$ cat config.mk
export PLATFORM = sky130hd
export DESIGN_NAME = three_rotor_enigma_cipher_core
export DESIGN_NICKNAME = d
export VERILOG_FILES = /design/src/rtl/ertc_pkg.sv /design/src/rtl/ertc_scrambler.sv /design/src/rtl/ertc_stepper.sv /design/src/rtl/three_rotor_enigma_cipher_core.sv
export VERILOG_INCLUDE_DIRS = /design/src /design/src/rtl
export SDC_FILE = /design/constraint.sdc
export NUM_CORES = 1
export LEC_CHECK = 0
export ABC_AREA = 1
export BUFFER_PORTS_ARGS = -buffer_cell sky130_fd_sc_hd__buf_2
export CORE_MARGIN = 10
export CORE_UTILIZATION = 60
export DETAILED_ROUTE_END_ITERATION = 8
export PLACE_DENSITY = 0.77
export REMOVE_ABC_BUFFERS = 1
export SETUP_SLACK_MARGIN = 0.2
export SLEW_MARGIN = 20
export SYNTH_ARGS = -nofsm -noshare
export SYNTH_HDL_FRONTEND = slang
export SYNTH_HIERARCHICAL = 1
export SYNTH_SLANG_ARGS = --single-unit
export TNS_END_PERCENT = 100
$ cat constraint.sdc
create_clock -name clk -period 15.3 [get_ports clk]
set_input_delay 3.06 -clock clk [delete_from_list [all_inputs] [get_ports clk]]
set_output_delay 3.06 -clock clk [all_outputs]
set_load 0.005 [all_outputs]
$ cat src/rtl/assert_macros.svh
// assertion macros shared by the cipher core rtl
// expects clk and arst_n in the scope of each use
`ifndef ASSERT_MACROS_SVH
`define ASSERT_MACROS_SVH

// property checked on every rising clock edge outside reset
`define ERTC_ASSERT(lbl, prop, msg) \
	lbl: assert property (@(posedge clk) disable iff (!arst_n) prop) \
	else $error(msg);

// plain invariant outside reset
`define ERTC_INVARIANT(lbl, expr, msg) \
	lbl: assert property (@(posedge clk) disable iff (!arst_n) (expr)) \
	else $error(msg);

`endif

$ cat src/rtl/ertc_pkg.sv
// types, wiring tables and mod-26 helpers for the three rotor cipher core
// no dependencies
`default_nettype none

package ertc_pkg;

	localparam int NLET = 26;
	localparam int LETTER_W = 5;
	localparam int CFG_IDX_W = 2;

	typedef logic [LETTER_W-1:0] letter_t;

	localparam letter_t LETTER_LAST = letter_t'(NLET - 1);

	// register indexes of the configuration port
	localparam logic [CFG_IDX_W-1:0] REG_START_FAST = 2'd0;
	localparam logic [CFG_IDX_W-1:0] REG_START_MID  = 2'd1;
	localparam logic [CFG_IDX_W-1:0] REG_START_SLOW = 2'd2;

	typedef struct packed {
		letter_t fast;
		letter_t mid;
		letter_t slow;
	} rotor_pos_t;

	// forward wirings
	localparam letter_t FAST_FWD [NLET] = '{
		5'd5, 5'd0, 5'd2, 5'd23, 5'd21, 5'd17, 5'd12, 5'd18, 5'd20, 5'd14, 5'd24, 5'd19, 5'd13,
		5'd8, 5'd7, 5'd3, 5'd11, 5'd4, 5'd6, 5'd22, 5'd9, 5'd10, 5'd15, 5'd16, 5'd25, 5'd1};
	localparam letter_t MID_FWD [NLET] = '{
		5'd10, 5'd2, 5'd11, 5'd16, 5'd12, 5'd18, 5'd22, 5'd7, 5'd19, 5'd9, 5'd3, 5'd13, 5'd21,
		5'd14, 5'd20, 5'd23, 5'd15, 5'd6, 5'd5, 5'd0, 5'd1, 5'd4, 5'd24, 5'd17, 5'd25, 5'd8};
	localparam letter_t SLOW_FWD [NLET] = '{
		5'd10, 5'd19, 5'd13, 5'd14, 5'd17, 5'd6, 5'd16, 5'd11, 5'd5, 5'd3, 5'd21, 5'd15, 5'd23,
		5'd22, 5'd2, 5'd4, 5'd8, 5'd24, 5'd12, 5'd20, 5'd25, 5'd18, 5'd9, 5'd0, 5'd7, 5'd1};
	localparam letter_t REFL [NLET] = '{
		5'd8, 5'd11, 5'd22, 5'd25, 5'd5, 5'd4, 5'd18, 5'd23, 5'd0, 5'd14, 5'd20, 5'd1, 5'd17,
		5'd24, 5'd9, 5'd21, 5'd19, 5'd12, 5'd6, 5'd16, 5'd10, 5'd15, 5'd2, 5'd7, 5'd13, 5'd3};

	// inverse wirings
	localparam letter_t FAST_INV [NLET] = '{
		5'd1, 5'd25, 5'd2, 5'd15, 5'd17, 5'd0, 5'd18, 5'd14, 5'd13, 5'd20, 5'd21, 5'd16, 5'd6,
		5'd12, 5'd9, 5'd22, 5'd23, 5'd5, 5'd7, 5'd11, 5'd8, 5'd4, 5'd19, 5'd3, 5'd10, 5'd24};
	localparam letter_t MID_INV [NLET] = '{
		5'd19, 5'd20, 5'd1, 5'd10, 5'd21, 5'd18, 5'd17, 5'd7, 5'd25, 5'd9, 5'd0, 5'd2, 5'd4,
		5'd11, 5'd13, 5'd16, 5'd3, 5'd23, 5'd5, 5'd8, 5'd14, 5'd12, 5'd6, 5'd15, 5'd22, 5'd24};
	localparam letter_t SLOW_INV [NLET] = '{
		5'd23, 5'd25, 5'd14, 5'd9, 5'd15, 5'd8, 5'd5, 5'd24, 5'd16, 5'd22, 5'd0, 5'd7, 5'd18,
		5'd2, 5'd3, 5'd11, 5'd6, 5'd4, 5'd21, 5'd1, 5'd19, 5'd10, 5'd13, 5'd12, 5'd17, 5'd20};

	function automatic letter_t mod26(input letter_t v);
		logic [LETTER_W:0] d;
		d = {1'b0, v} - (LETTER_W+1)'(NLET);
		return d[LETTER_W] ? v : d[LETTER_W-1:0];
	endfunction

	function automatic letter_t add26(input letter_t a, input letter_t b);
		logic [LETTER_W:0] s;
		s = {1'b0, a} + {1'b0, b};
		if (s >= (LETTER_W+1)'(NLET))
			s = s - (LETTER_W+1)'(NLET);
		return s[LETTER_W-1:0];
	endfunction

	function automatic letter_t sub26(input letter_t a, input letter_t b);
		logic [LETTER_W:0] d;
		d = {1'b0, a} - {1'b0, b};
		if (d[LETTER_W])
			d = d + (LETTER_W+1)'(NLET);
		return d[LETTER_W-1:0];
	endfunction

	function automatic letter_t inc26(input letter_t a);
		return (a == LETTER_LAST) ? '0 : a + letter_t'(1);
	endfunction

endpackage

`default_nettype wire

$ cat src/rtl/ertc_scrambler.sv
// letter path through the three rotors, the reflector and back
// depends on ertc_pkg
`default_nettype none

module ertc_scrambler (
	input  wire ertc_pkg::letter_t    letter,
	input  wire ertc_pkg::rotor_pos_t pos,
	output ertc_pkg::letter_t         cipher
);
	import ertc_pkg::*;

	letter_t f1, f2, f3, r, b3, b2;

	always_comb begin
		f1 = FAST_FWD[sub26(letter, pos.fast)];
		f2 = MID_FWD[sub26(f1, pos.mid)];
		f3 = SLOW_FWD[sub26(f2, pos.slow)];
		r = REFL[f3];
		b3 = add26(SLOW_INV[r], pos.slow);
		b2 = add26(MID_INV[b3], pos.mid);
		cipher = add26(FAST_INV[b2], pos.fast);
	end

endmodule

`default_nettype wire

$ cat src/rtl/ertc_stepper.sv
// start offset registers, rotor offsets and step counters
// depends on ertc_pkg and assert_macros.svh
`default_nettype none
`include "assert_macros.svh"

module ertc_stepper (
	input  wire                        clk,
	input  wire                        arst_n,
	input  wire                        cfg_we,
	input  wire [ertc_pkg::CFG_IDX_W-1:0] cfg_index,
	input  wire ertc_pkg::letter_t     cfg_data,
	input  wire                        take,
	input  wire                        restart,
	output ertc_pkg::rotor_pos_t       pos
);
	import ertc_pkg::*;

	letter_t start_fast_q, start_mid_q, start_slow_q;
	letter_t fast_offset_q, mid_offset_q, slow_offset_q;
	letter_t fast_steps_q, mid_steps_q;
	letter_t fsteps, msteps;
	rotor_pos_t pos_next;
	letter_t fsteps_next, msteps_next;

	always_ff @(posedge clk or negedge arst_n) begin
		if (!arst_n) begin
			start_fast_q <= '0;
			start_mid_q  <= '0;
			start_slow_q <= '0;
		end else if (cfg_we) begin
			case (cfg_index)
				REG_START_FAST: start_fast_q <= cfg_data;
				REG_START_MID:  start_mid_q  <= cfg_data;
				REG_START_SLOW: start_slow_q <= cfg_data;
				default: ;
			endcase
		end
	end

	// offsets seen by the letter in this transfer
	always_comb begin
		if (restart) begin
			pos.fast = mod26(start_fast_q);
			pos.mid  = mod26(start_mid_q);
			pos.slow = mod26(start_slow_q);
			fsteps = '0;
			msteps = '0;
		end else begin
			pos.fast = fast_offset_q;
			pos.mid  = mid_offset_q;
			pos.slow = slow_offset_q;
			fsteps = fast_steps_q;
			msteps = mid_steps_q;
		end
	end

	always_comb begin
		pos_next = pos;
		pos_next.fast = inc26(pos.fast);
		fsteps_next = fsteps + letter_t'(1);
		msteps_next = msteps;
		if (fsteps == LETTER_LAST) begin
			fsteps_next = '0;
			pos_next.mid = inc26(pos.mid);
			msteps_next = msteps + letter_t'(1);
			if (msteps == LETTER_LAST) begin
				msteps_next = '0;
				pos_next.slow = inc26(pos.slow);
			end
		end
	end

	always_ff @(posedge clk or negedge arst_n) begin
		if (!arst_n) begin
			fast_offset_q <= '0;
			mid_offset_q  <= '0;
			slow_offset_q <= '0;
			fast_steps_q  <= '0;
			mid_steps_q   <= '0;
		end else if (take) begin
			fast_offset_q <= pos_next.fast;
			mid_offset_q  <= pos_next.mid;
			slow_offset_q <= pos_next.slow;
			fast_steps_q  <= fsteps_next;
			mid_steps_q   <= msteps_next;
		end
	end

	`ERTC_INVARIANT(a_state_range, fast_offset_q <= LETTER_LAST && mid_offset_q <= LETTER_LAST && slow_offset_q <= LETTER_LAST && fast_steps_q <= LETTER_LAST && mid_steps_q <= LETTER_LAST, "rotor state out of range")
	`ERTC_ASSERT(a_mid_holds, (take && !restart && fast_steps_q != LETTER_LAST) |=> $stable(mid_offset_q), "middle rotor stepped early")
	`ERTC_ASSERT(a_idle_holds, !take |=> $stable(fast_offset_q) && $stable(slow_offset_q), "rotor moved without a transfer")

endmodule

`default_nettype wire

$ cat src/rtl/three_rotor_enigma_cipher_core.sv
// Three rotor letter cipher core: one letter per transfer in, its ciphered letter out.
// A result passes the input stage and then the result stage register before it is offered; the core
// sustains one letter per cycle while the result stage is not stalled. That rate is set by the rotor
// stepping logic, which settles the offsets for a letter in the same cycle it is transferred. Letters
// are 0 for A to 25 for Z, values above 25 are taken mod 26. Setting restart with a letter
// loads the start offsets from the registers (start_fast, start_mid, start_slow at indexes
// 0 to 2, taken mod 26) and clears the step counters before that letter is ciphered. Write
// registers only while idle.
// depends on ertc_pkg, ertc_stepper, ertc_scrambler and assert_macros.svh
`default_nettype none
`include "assert_macros.svh"

module three_rotor_enigma_cipher_core (
	input  wire                           clk,
	input  wire                           arst_n,
	input  wire                           cfg_we,
	input  wire [ertc_pkg::CFG_IDX_W-1:0] cfg_index,
	input  wire ertc_pkg::letter_t        cfg_data,
	input  wire                           letter_valid,
	output logic                          letter_ready,
	input  wire ertc_pkg::letter_t        letter,
	input  wire                           restart,
	output logic                          cipher_valid,
	input  wire                           cipher_ready,
	output ertc_pkg::letter_t             cipher_letter
);
	import ertc_pkg::*;

	logic       take;
	logic       out_free;
	rotor_pos_t pos;
	logic       valid_s1;
	letter_t    letter_s1;
	rotor_pos_t pos_s1;
	letter_t    cipher;
	logic       cipher_valid_s2;
	letter_t    cipher_letter_s2;

	assign out_free     = !cipher_valid_s2 || cipher_ready;
	assign letter_ready = !valid_s1 || out_free;
	assign take         = letter_valid && letter_ready;

	ertc_stepper u_stepper (
		.clk       (clk),
		.arst_n    (arst_n),
		.cfg_we    (cfg_we),
		.cfg_index (cfg_index),
		.cfg_data  (cfg_data),
		.take      (take),
		.restart   (restart),
		.pos       (pos)
	);

	// input stage
	always_ff @(posedge clk or negedge arst_n) begin
		if (!arst_n) begin
			valid_s1 <= 1'b0;
		end else if (letter_ready) begin
			valid_s1 <= take;
		end
	end

	always_ff @(posedge clk) begin
		if (take) begin
			letter_s1 <= mod26(letter);
			pos_s1    <= pos;
		end
	end

	ertc_scrambler u_scrambler (
		.letter (letter_s1),
		.pos    (pos_s1),
		.cipher (cipher)
	);

	// result stage
	always_ff @(posedge clk or negedge arst_n) begin
		if (!arst_n) begin
			cipher_valid_s2 <= 1'b0;
		end else if (out_free) begin
			cipher_valid_s2 <= valid_s1;
		end
	end

	always_ff @(posedge clk) begin
		if (out_free && valid_s1) begin
			cipher_letter_s2 <= cipher;
		end
	end

	assign cipher_valid  = cipher_valid_s2;
	assign cipher_letter = cipher_letter_s2;

	`ERTC_ASSERT(a_s1_moves, (valid_s1 && out_free) |=> cipher_valid_s2, "letter lost between stages")
	`ERTC_ASSERT(a_stall_cause, !letter_ready |-> (valid_s1 && cipher_valid_s2 && !cipher_ready), "input stalled with room")
	`ERTC_INVARIANT(a_result_range, !cipher_valid_s2 || cipher_letter_s2 <= LETTER_LAST, "result letter out of range")

endmodule

`default_nettype wire

Word level (Yosys, flattened, before mapping):

Memories as Yosys holds them, arrays and structs flattened.
Index checks and enable logic that the tools add are counted.

* flip-flop bits (word level): 67
* bits in read-only memories: 1120
* bits of input ports: 18
* output and inout bits: 7
* word-level logic and storage cells: 112
* memories: 7

* add/subtract/negate cells: 21
* order comparisons: 10
* equal/unequal tests: 7
* muxes and demuxes: 35
* bitwise operators: 7
* reductions and logical operators: 10

Memory list
* (name not given): depth 32, width 5, read ports 1, clocked after memory_dff 0, write ports 0, line ertc_scrambler.sv:19 `b3 = add26(SLOW_INV[r], pos.slow);`
* (name not given): depth 32, width 5, read ports 1, clocked after memory_dff 0, write ports 0, line ertc_scrambler.sv:20 `b2 = add26(MID_INV[b3], pos.mid);`
* (name not given): depth 32, width 5, read ports 1, clocked after memory_dff 0, write ports 0, line ertc_scrambler.sv:21 `cipher = add26(FAST_INV[b2], pos.fast);`
* (name not given): depth 32, width 5, read ports 1, clocked after memory_dff 0, write ports 0, line ertc_scrambler.sv:18 `r = REFL[f3];`
* (name not given): depth 32, width 5, read ports 1, clocked after memory_dff 0, write ports 0, line ertc_scrambler.sv:15 `f1 = FAST_FWD[sub26(letter, pos.fast)];`
* (name not given): depth 32, width 5, read ports 1, clocked after memory_dff 0, write ports 0, line ertc_scrambler.sv:16 `f2 = MID_FWD[sub26(f1, pos.mid)];`
* +1 memories

Operator list (count)
* two-way mux 5 bit: 33
* >= comparator 6 bit (second input constant): 7
* NOT 5 -> 6 bit: 7
* adder 5 x 1 -> 5 bit (second input constant): 5
* equality test 5 bit (second input constant): 5
* subtractor 5 x 5 -> 6 bit (second input constant): 4
* adder 5 x 5 -> 6 bit: 3
* >= comparator 6 x 5 -> 1 bit (second input constant): 3
* subtractor 5 x 5 -> 6 bit: 3
* adder 5 bit (second input constant): 3
* two-way mux 15 bit: 1
* subtractor 5 bit (second input constant): 3
* two-way mux 10 bit: 1
* AND reduction 2 bit: 3
* equality test 2 x 1 -> 1 bit (second input constant): 1
* equality test 2 bit (second input constant): 1
* logical AND 1 bit: 2
* zero test 1 bit: 2
* zero test 2 bit: 1
* logical OR 1 bit: 2

Depth between registers and ports, before layout:

Gate-level depths: netlist (run 1).

* depth after elaboration: 46
* depth in mapped cells: 99
* mapped depth without buffers: 98

By module:

The synthesis (run 1) kept the hierarchy.

Modules (own cells, without submodules)
* ertc_scrambler: times used 1, cells each 668, area an instance 3937.5 um2, seq. area each 0.0 um2
* ertc_stepper: times used 1, cells each 362, area an instance 2706.3 um2, seq. area each 1001.0 um2
* three_rotor_enigma_cipher_core: times used 1, cells each 57, area an instance 928.4 um2, seq. area each 800.8 um2

Least setup slack after synthesis (run 1):

Ideal clock, no wire load.

* path type: reg2reg
* from: reg pos_s1[12] in the netlist's numbering
* to: reg cipher_letter_s2[3] (netlist: cipher_letter[3]) (data pin)
* library setup time: 0.264 ns
* arrival time: 13.817 ns
* required time: 15.036 ns
* slack: 1.220 ns
* stages on the path, launching flop included: 90
* path buffers: 0
* clock period less this slack: 14.080 ns
* path through: edfxtp_1 inv_1 ha_1 a21oi_1 o21ai_0 a21o_1 a21oi_1 xor2_1 inv_1 ha_1 nor2_1 inv_1 o221ai_1 o21ai_0 ha_1 a21oi_1 o21ai_0 nand2_1 [... 54 more ...] xor2_1 inv_1 ha_1 nor2_1 o21ai_0 nand2_1 o21ai_1 inv_1 ha_1 nand2_1 nor2_1 a211oi_1 xor2_1 a21oi_1 inv_1 or2_2 a21oi_1 xnor2_1

* cells in the longest elaborated chain, start to end: 46
* elaborated cells between the ends (all ways): 49
* classes of those cells: add/sub: 12; order compare: 3; mux: 20; bitwise: 7; memory: 7

RTL lines
* start: declaration: line three_rotor_enigma_cipher_core.sv:34 `rotor_pos_t pos_s1;`
* start signal: assignment: line three_rotor_enigma_cipher_core.sv:66 `pos_s1 <= pos;`
* subtractor 5 x 5 -> 6 bit: line ertc_pkg.sv:67 `d = {1'b0, a} - {1'b0, b};`
* adder 5 bit: line ertc_pkg.sv:69 `d = d + (LETTER_W+1)'(NLET);`
* two-way mux 5 bit: line ertc_pkg.sv:68 `if (d[LETTER_W])`
* NOT 5 -> 6 bit (implied by the code): line ertc_scrambler.sv:15
* memory read (32 x 5 bit)
* two-way mux 5 bit (implied by the code) (2 in series): line ertc_scrambler.sv:15
* subtractor 5 x 5 -> 6 bit: line ertc_pkg.sv:67
* adder 5 bit: line ertc_pkg.sv:69
* [... 29 more ...]
* two-way mux 5 bit: line ertc_pkg.sv:60 `if (s >= (LETTER_W+1)'(NLET))`
* NOT 5 -> 6 bit (implied by the code): line ertc_scrambler.sv:21
* memory read (32 x 5 bit)
* two-way mux 5 bit (implied by the code) (2 in series): line ertc_scrambler.sv:21
* adder 5 x 5 -> 6 bit (*): line ertc_pkg.sv:59 `s = {1'b0, a} + {1'b0, b};`
* subtractor 5 bit / >= comparator 6 x 5 -> 1 bit (equally long branches): line ertc_pkg.sv:61, ertc_pkg.sv:60
* two-way mux 5 bit (*): line ertc_pkg.sv:60
* named net cipher[3]: line three_rotor_enigma_cipher_core.sv:35 `letter_t cipher;`
* end signal: assignment: line three_rotor_enigma_cipher_core.sv:87 `cipher_letter_s2 <= cipher;`
* end: declaration: line three_rotor_enigma_cipher_core.sv:37 `letter_t cipher_letter_s2;`

The timed path passes the listed nets; every way through them passes the cells marked *. The select of a mux whose other input is x is not followed.
A chain may end at the register's enable or synchronous reset.

Worst setup path after layout (run 1):

Ends and elaborated chain as after synthesis.

==> results of run 1 <==
[layer usage]
| layer | vias to the layer above | GRT usage |
|---|---|---|
| li1 | 3607 | - |
| met1 | 3121 | 0.2518 |
| met2 | 174 | 0.2710 |
| met3 | 25 | 0.02820 |
| met4 | 0 | 0.05807 |
| met5 | - | 0 |
[worst max-delay path by stage]
stage	slack (ns)	endpoint	cells past startpoint
floorplan	0.84	cipher_letter[3]	87
global route	0.04	cipher_letter[3]	86
detailed placement	-0.30	cipher_letter[2]	88
CTS	0.21	cipher_letter[2]	85
global placement	0.11	cipher_letter[2]	88
finish	1.22	cipher_letter[3]	86
[what timing repair did]
item	4_1_cts	5_1_grt
setup endpoints to repair	4	5
pin swaps	1	9
buffers inserted	1	17
gates resized for setup	6	57
[per-stage QoR]
step           cells    util  setup TNS [ns]  hold WS (ns)
2_1_floorplan   1073       -               0        0.4455
3_3_place_gp    1272  0.6443               0        0.4632
3_5_place_dp    1272  0.6443          -1.060        0.4681
4_1_cts         1289  0.6718               0        0.4813
5_1_grt         1306  0.7002               0        0.5007
6_report        1306  0.7002               0        0.4762
[logic make-up (layout without fill, tap and decap cells)]
logic type	Yosys count	after routing	share of synthesized area
AND/OR/NAND/NOR	534	534	0.3237
flip-flops	67	67	0.2379
buffers and inverters	185	236	0.1021
XOR/XNOR	34	34	0.03933
adder cells (fa/ha/maj)	95	95	0.1629
AO/OA/AOI/OAI	171	171	0.1327
multiplexers	1	1	0.001322
[worst max-delay path, delay by kind of cell, from the launching register on]
kind                     cells  cell delay [ns]
adder cells (fa/ha/maj)     13             3.95
buffers and inverters       20             1.68
AND/OR/NAND/NOR             22             2.79
flip-flops                   1             0.42
XOR/XNOR                     8             1.30
AO/OA/AOI/OAI               23             3.69
[final cells by class]
type	instances	area (um2)	area share
inverter	171	660.6	0.07758
sequential	67	1802	0.2116
multi-input combinational	835	5236	0.6149
timing repair buffer	49	311.5	0.03659
tap	168	210.2	0.02468
clock buffer	11	242.7	0.02850
clock inverter	5	52.55	0.006171
[layout by cell type (no fill, tap or decap), drive strengths merged, types with 2 or more instances in the layout]
master	instances
o21bai	2
o211ai	5
ha	89
xnor2	15
a21oi	45
a32oi	2
a21o	3
nand4	14
o21ai	97
clkinvlp	3
clkinv	2
clkbuf	11
xor2	19
a211oi	3
nand3	87
a22oi	2
o221ai	3
or2	10
nor3	5
edfxtp	25
buf	49
dfrtp	42
inv	170
nand3b	4
nand2	326
fa	6
nor2	87
o22ai	6
[flip-flops by register name, summed over array words and instances, names as in the netlist]
signal,flops
cipher_letter,5
cipher_valid,1
letter_s1,5
pos_s1,15
u_stepper/fast_offset_q,5
u_stepper/fast_steps_q,5
u_stepper/mid_offset_q,5
u_stepper/mid_steps_q,5
u_stepper/slow_offset_q,5
u_stepper/start_fast_q,5
u_stepper/start_mid_q,5
u_stepper/start_slow_q,5
valid_s1,1
==> flow_metrics.tcl, run 1 <==
set metrics [dict create \
    coreArea_um2 12160 \
    layout.nets 1246 \
    die_h_um 132.3 \
    grt_pass1_wl_mm 27.53 \
    drt_first_pass_iters 5 \
    max-slew-margin-rel 0.3843 \
    yosysSeqAreaShare 0.2379 \
    hold_depth 2 \
    synth-seq-cells 67 \
    io_buffer_count 24 \
    hold_violations 0 \
    critical-path-slowest-cell "fa_2" \
    dr_wl_met2_mm 7.250 \
    cts_root_buf "clkbuf_16" \
    syn_area_per_cell_um2 6.966 \
    cpMostUsedCell "inv_1" \
    drt-met1-wl_mm 8.072 \
    synth_top_cells_by_area "ha_1 15%, nand2_1 15%, dfrtp_1 14%, edfxtp_1 9.9%, inv_1 7.9%" \
    place_ws_ns -0.3030 \
    vias_per_cell 5.304 \
    initial_core_util 0.6226 \
    synth_top_flop_cell "dfrtp_1" \
    grt_pass1_vias 6075 \
    diodes 0 \
    tightest_slew_ns 0.9236 \
    r2r_slack_ns 1.22 \
    drive_above_1_share 0.1722 \
    ys_types 52 \
    arrival_ns 14.17 \
    cts_max_path_buffers 2 \
    synthArstFlopShare 0.6269 \
    dieArea_um2 17510 \
    max_stage_delay_ns 0.57 \
    first_iter_violations 475 \
    worst_setup_path_end_kind "flip-flop" \
    htreeDepth 3 \
    yosysTopAreaCell "ha_1" \
    cp-start-kind "flip-flop" \
    die_w_um 132.3 \
    cap_violations 0 \
    rows 40 \
    highest_layer "met4" \
    hp-class "flip-flop to flip-flop" \
    area.growth.synth_to_final_pct 12.46 \
    yosys_warnings 6 \
    cts_buffers 9 \
    holdBufCountCts 0 \
    r2r_end "cipher_letter[3]" \
    synthCells 1087 \
    synthTopCellsByCount "296 x nand2_1, 159 x inv_1, 89 x ha_1" \
    placed_area_um2 7836 \
    dp_hpwl_mm 12.00 \
    setup_viol 0 \
    routedWlPerCell_um 12.51 \
    antenna_found_initial 0 \
    worst_slack_ns 1.216 \
    fillers 1012 \
    reg2regPathDepth 86 \
    min_to "u_stepper/start_mid_q[0]" \
    track_usage 0.1787 \
    overflow 0 \
    vias 6927 \
    final_antenna_net_count 0 \
    ios 25 \
    crit_path_start "pos_s1[12]" \
    yosysMostFrequentCell "nand2_1" \
    path_clk_slew_ns 0.06 \
    drv_slew 0 \
    cts_tree "done" \
    drc 0 \
    yosys.area.top_type_share 0.1471 \
    clk_latency_ns 0.34 \
    met3_length_um 740 \
    worstReg2RegStart "pos_s1[12]" \
    crit_type "flip-flop to flip-flop" \
    fin_area_um2 8516 \
    required_ns 15.39 \
    min_period_over_period 0.9206 \
    finClkSkew_ns 0.006906 \
    routed_wl_mm 16.34 \
    grt_max_degree 43 \
    outcome "completed" \
    gp_congestion 0.8992 \
    syn_area_um2 7572 \
    min_period_ns 14.08 \
    critPathMaxFanout 10 \
    rsz0062_at_grt "true" \
    clock_sinks 67 \
    hold_start "u_stepper/start_mid_q[0]" \
    max_freq_mhz 71.00 \
    synth_edf_count 25 \
]
Power of run 1 is not shown: default switching activity piles up to over one toggle a cycle in this logic, so the estimate is an artifact.
==> run 2, diff against run 1 <==
CAP_MARGIN = 20   (was not set)
CORE_UTILIZATION = 25   (was 60)
CTS_BUF_LIST = sky130_fd_sc_hd__clkbuf_8   (was not set)
PLACE_DENSITY = not set   (was 0.77)
==> run 2 against run 1 <==
  * Via count decreased by 1.7%
  * Clock skew increased by 0.0018 ns
  * Sequential share of layout area decreased by 0.41 points
  * Final cell count increased by 16%
  * Fmax decreased by 0.55%
  * First-iteration DRC count decreased by 4.4%
  * Critical path type unchanged
  * Count of clock-buffer cells in the layout decreased by 2
  * Setup slack got worse by 0.077 ns
  * Critical path depth increased by 2
  * Largest cell class unchanged
  * Core utilization decreased by 41 points
==> flow_metrics.tcl, run 2 (same netlist as run 1, synthesis figures left out) <==
set metrics [dict create \
    largest_reg_flops 15 \
    cts_max_path_buffers 2 \
    vias 6810 \
    dp_hpwl_mm 12.41 \
    max_stage_delay_ns 0.52 \
    holdBufCountCts 0 \
    hp-class "flip-flop to flip-flop" \
    reg2regPathDepth 88 \
    cap_violations 0 \
    mostFrequentLayoutCell "nand2_1" \
    holdWs_ns 0.4781 \
    required_ns 15.39 \
    finClkSkew_ns 0.008668 \
    vias_per_cell 4.477 \
    outcome "completed" \
    cpMostUsedCell "inv_1" \
    max_freq_mhz 70.61 \
    cts_buffers 9 \
    worst_setup_path_end_kind "flip-flop" \
    antenna_found_initial 0 \
    crit_type "flip-flop to flip-flop" \
    arrival_ns 14.25 \
    routedWlPerCell_um 10.81 \
    layout_common_cells "292 x nand2_1, 156 x inv_1, 88 x ha_1" \
    placed_area_um2 8122 \
    finalCoreUtilization 0.2914 \
    routed_wl_mm 16.44 \
    hold_depth 2 \
    worst-path-buf-inv 21 \
    min_period_over_period 0.9256 \
    io_buffer_count 24 \
    hold_start "u_stepper/fast_offset_q[3]" \
    drc 0 \
    first_iter_violations 454 \
    area.growth.synth_to_final_pct 14.66 \
    min_period_ns 14.16 \
    cp-start-kind "flip-flop" \
    ios 25 \
    layout.nets 1239 \
    htreeDepth 3 \
    diodes 0 \
    drive_above_1_share 0.1733 \
    r2r_slack_ns 1.14 \
    track_usage 0.08356 \
    grt_pass1_vias 6293 \
    initial_core_util 0.2541 \
    grt_max_degree 43 \
    crit_family "adder cells" \
    drv_slew 0 \
    worstReg2RegStart "pos_s1[12]" \
    r2r_end "cipher_letter[3]" \
    final_antenna_net_count 0 \
    drt_first_pass_iters 5 \
    die_w_um 194.0 \
    rsz0062_at_grt "false" \
    cts_root_buf "clkbuf_8" \
    setup_viol 0 \
    tightest_slew_ns 0.9754 \
    clock_sinks 67 \
    worst_slack_ns 1.138 \
    min_to "u_stepper/fast_offset_q[3]" \
    coreArea_um2 29800 \
    die_h_um 194.0 \
    gp_congestion 0.8952 \
    clk_latency_ns 0.33 \
    grt_pass1_wl_mm 28.12 \
    critical-path-slowest-cell "fa_2" \
    place_ws_ns -0.3180 \
    top_register "pos_s1" \
    cts_tree "done" \
    max-slew-margin-rel 0.3497 \
    rows 63 \
    hold_violations 0 \
    overflow 0 \
    dieArea_um2 37650 \
    critPathMaxFanout 9 \
    fin_area_um2 8682 \
    path_clk_slew_ns 0.07 \
]
[run 2: repair_timing]
item | 4_1_cts | 5_1_grt
setup endpoints to repair | 4 | 5
buffers inserted | 1 | 8
resized for setup | 8 | 71
gates cloned | 0 | 1
pin swaps | 1 | 10
[run 2: how the worst max path moves through the flow]
stage	cells after the start	startpoint	endpoint	slack [ns]
floorplan	87	pos_s1[12]	cipher_letter[3]	0.84
global placement	89	pos_s1[12]	cipher_letter[3]	0.09
detailed placement	87	pos_s1[12]	cipher_letter[1]	-0.32
CTS	86	pos_s1[12]	cipher_letter[3]	0.25
global route	88	pos_s1[12]	cipher_letter[3]	0.08
finish	88	pos_s1[12]	cipher_letter[3]	1.14
[run 2: per-layer routing]
metal  track usage  wire length [um]
met5             0                 0
met4       0.02243               129
met3      0.008645               486
met2        0.1399              7747
met1        0.1113              8079
[run 2: tightest hold or removal path, delay by kind of cell, from the launching register on]
kind | cells | cell delay [ns]
flip-flops | 1 | 0.34
AND/OR/NAND/NOR | 2 | 0.11
[run 2: per-stage QoR]
step           TNS, ns  cells
4_1_cts              0   1512
3_3_place_gp         0   1495
2_1_floorplan        0   1073
5_1_grt              0   1521
6_report             0   1521
3_5_place_dp    -1.108   1495
[run 2: layout make-up]
type                            count  area (um2)
Fill cell                        3196       21110
Clock buffer                        9       123.9
Sequential cell                    67        1802
Inverter                          171       659.4
Multi-Input combinational cell    836        5309
Clock inverter                      7       52.55
Tap cell                          390       488.0
Timing Repair Buffer               41       247.7
Power of run 2 is left out for the same reason.
==> run 3, diff against run 2 <==
ABC_AREA = not set   (was 1)
clock period = 15.45 ns   (was 15.3 ns; I/O delays follow)
==> run 3 against run 2 <==
  * Fmax down 2.0%
  * Via count down 4.2%
  * Wire length up 4.7%
  * Core utilization up 1.2 points
  * Critical path type unchanged
  * Synthesized cell count down 20%
  * Critical endpoint is now cipher_letter[2]
  * Final area up 3.9%
  * First-iteration DRC count down 19%
  * Hold slack better by 0.015 ns
  * Sequential cell count unchanged
  * Final cell count down 13%
  * Count of clock-buffer cells in the layout unchanged
==> flow_metrics.tcl, run 3 <==
set metrics [dict create \
    initial_core_util 0.2546 \
    cts_max_path_buffers 2 \
    max-slew-margin-rel 0.3613 \
    crit_family "compound AO/OA/AOI/OAI gates" \
    rsz0062_at_grt "false" \
    mostFrequentLayoutCell "ha_1" \
    die_w_um 194.0 \
    setup_viol 0 \
    cts_root_buf "clkbuf_8" \
    clk_latency_ns 0.37 \
    critPathMaxFanout 7 \
    min_period_ns 14.45 \
    drv_slew 0 \
    vias 6523 \
    grt_pass1_wl_mm 28.33 \
    multi_input_area_um2 5736 \
    tns_ns 0 \
    synth_edf_count 25 \
    reg2regPathDepth 78 \
    synth_top_cells_by_area "ha_1 15%, dfrtp_1 14%, edfxtp_1 9.9%, nand2_1 4.1%, inv_1 3.9%" \
    yosysMostFrequentCell "ha_1" \
    outcome "completed" \
    final_antenna_net_count 0 \
    area.growth.synth_to_final_pct 19.18 \
    fin_area_um2 9019 \
    max_freq_mhz 69.22 \
    routedWlPerCell_um 13.04 \
    antenna_found_initial 0 \
    min_period_over_period 0.9351 \
    ios 25 \
    largest_reg_flops 15 \
    drt_first_pass_iters 5 \
    yosys_warnings 6 \
    cap_violations 0 \
    cts_buffers 9 \
    hold_depth 1 \
    rows 63 \
    crit_type "flip-flop to flip-flop" \
    routed_wl_mm 17.22 \
    top_register "pos_s1" \
    worst_slack_ns 1.003 \
    clock_sinks 67 \
    yosys.area.top_type_share 0.1472 \
    drc 0 \
    required_ns 15.57 \
    cp-start-kind "flip-flop" \
    cp.depth 78 \
    track_usage 0.08537 \
    synthArstFlopShare 0.6269 \
    finClkSkew_ns 0.01386 \
    gp_congestion 0.8420 \
    drive_above_1_share 0.2417 \
    place_ws_ns -0.3843 \
    yosysTopAreaCell "ha_1" \
    htreeDepth 3 \
    yosysSeqAreaShare 0.2381 \
    synth-seq-cells 67 \
    synthCells 874 \
    register_area_um2 1802 \
    worst_setup_path_end_kind "flip-flop" \
    highest_layer "met4" \
    dieArea_um2 37630 \
    hold_violations 0 \
    dp_hpwl_mm 12.74 \
    syn_area_per_cell_um2 8.658 \
    diodes 0 \
    arrival_ns 14.57 \
    layout_common_cells "80 x ha_1, 79 x nand2_1, 73 x inv_1" \
    fillers 3090 \
    die_h_um 194.0 \
    coreArea_um2 29720 \
    synth_top_flop_cell "dfrtp_1" \
    grt_max_degree 50 \
    synthTopCellsByCount "89 x ha_1, 82 x nand2_1, 79 x inv_1" \
    max_stage_delay_ns 0.58 \
    vias_per_cell 4.938 \
    cts_tree "done" \
    ys_types 102 \
    drt-met1-wl_mm 8.325 \
    tightest_slew_ns 0.9580 \
    overflow 0 \
    syn_area_um2 7567 \
    io_buffer_count 24 \
    met3_length_um 479 \
    first_iter_violations 366 \
    placed_area_um2 8274 \
    worst-path-buf-inv 13 \
    dr_wl_met2_mm 8.208 \
    critical-path-slowest-cell "fa_2" \
    hp-class "flip-flop to flip-flop" \
    path_clk_slew_ns 0.09 \
    layout.nets 1039 \
    grt_pass1_vias 5946 \
]
==> run 3: cell types whose count changed after synthesis, sizes merged, moves of 25 or more <==
cell | previous run | this run
nor2 | 87 | 53
o21ai | 97 | 47
mux2 | 0 | 25
nand2 | 326 | 83
inv | 170 | 80
nand3 | 87 | 30
==> run 3: cell families (layout without fill, tap and decap cells) <==
kind of cell	after synthesis	in the layout	share of synthesized area
and+or+nand+nor	264	264	0.1807
AOI/OAI and AO/OA	249	249	0.2416
buffers and inverters	112	169	0.06051
adders and majority gates	95	95	0.1630
DFF	67	67	0.2381
muxes	45	45	0.06746
xor gates and xnor gates	42	42	0.04861
==> run 3: final cells by class <==
cell class              count  area share
flip-flops and latches     67      0.1998
well taps                 390     0.05411
multi-input cells         695      0.6360
clock buffers               9     0.01373
repair buffers             71     0.05327
clock inverters             7    0.009018
inverters                  82     0.03413
==> run 3: final timing paths <==
check | start | end | slack, ns
max | letter_s1[1] | cipher_letter[2] | 1.00
min | u_stepper/fast_offset_q[0] | u_stepper/fast_offset_q[0] | 0.49
max reg2reg | letter_s1[1] | cipher_letter[2] | 1.00
min reg2reg | u_stepper/fast_offset_q[0] | u_stepper/fast_offset_q[0] | 0.49
max in group asynchronous | arst_n | u_stepper/mid_steps_q[2] | 11.99
min in group asynchronous | arst_n | u_stepper/start_fast_q[1] | 2.87
==> run 3: metal layers <==
metal	track usage	up-vias
li1	-	3305
met1	0.1163	3094
met2	0.1364	103
met3	0.01435	21
met4	0.02101	0
met5	0	-
==> run 3: through the flow <==
stage | utilization | instances | hold WS [ns]
after global placement | 0.2784 | 1291 | 0.4619
final | 0.3035 | 1321 | 0.4930
after floorplan | - | 844 | 0.4490
after global routing | 0.3035 | 1321 | 0.5389
after CTS | 0.2871 | 1307 | 0.4977
after detailed placement | 0.2784 | 1291 | 0.4778
==> run 3: repair_timing <==
item,4_1_cts,5_1_grt
pin swaps,0,23
hold buffers,0,0
setup buffers,0,14
gates resized for setup,12,89
hold endpoints to repair,0,0
setup endpoints to repair,4,5
Power of run 3 is left out for the same reason.
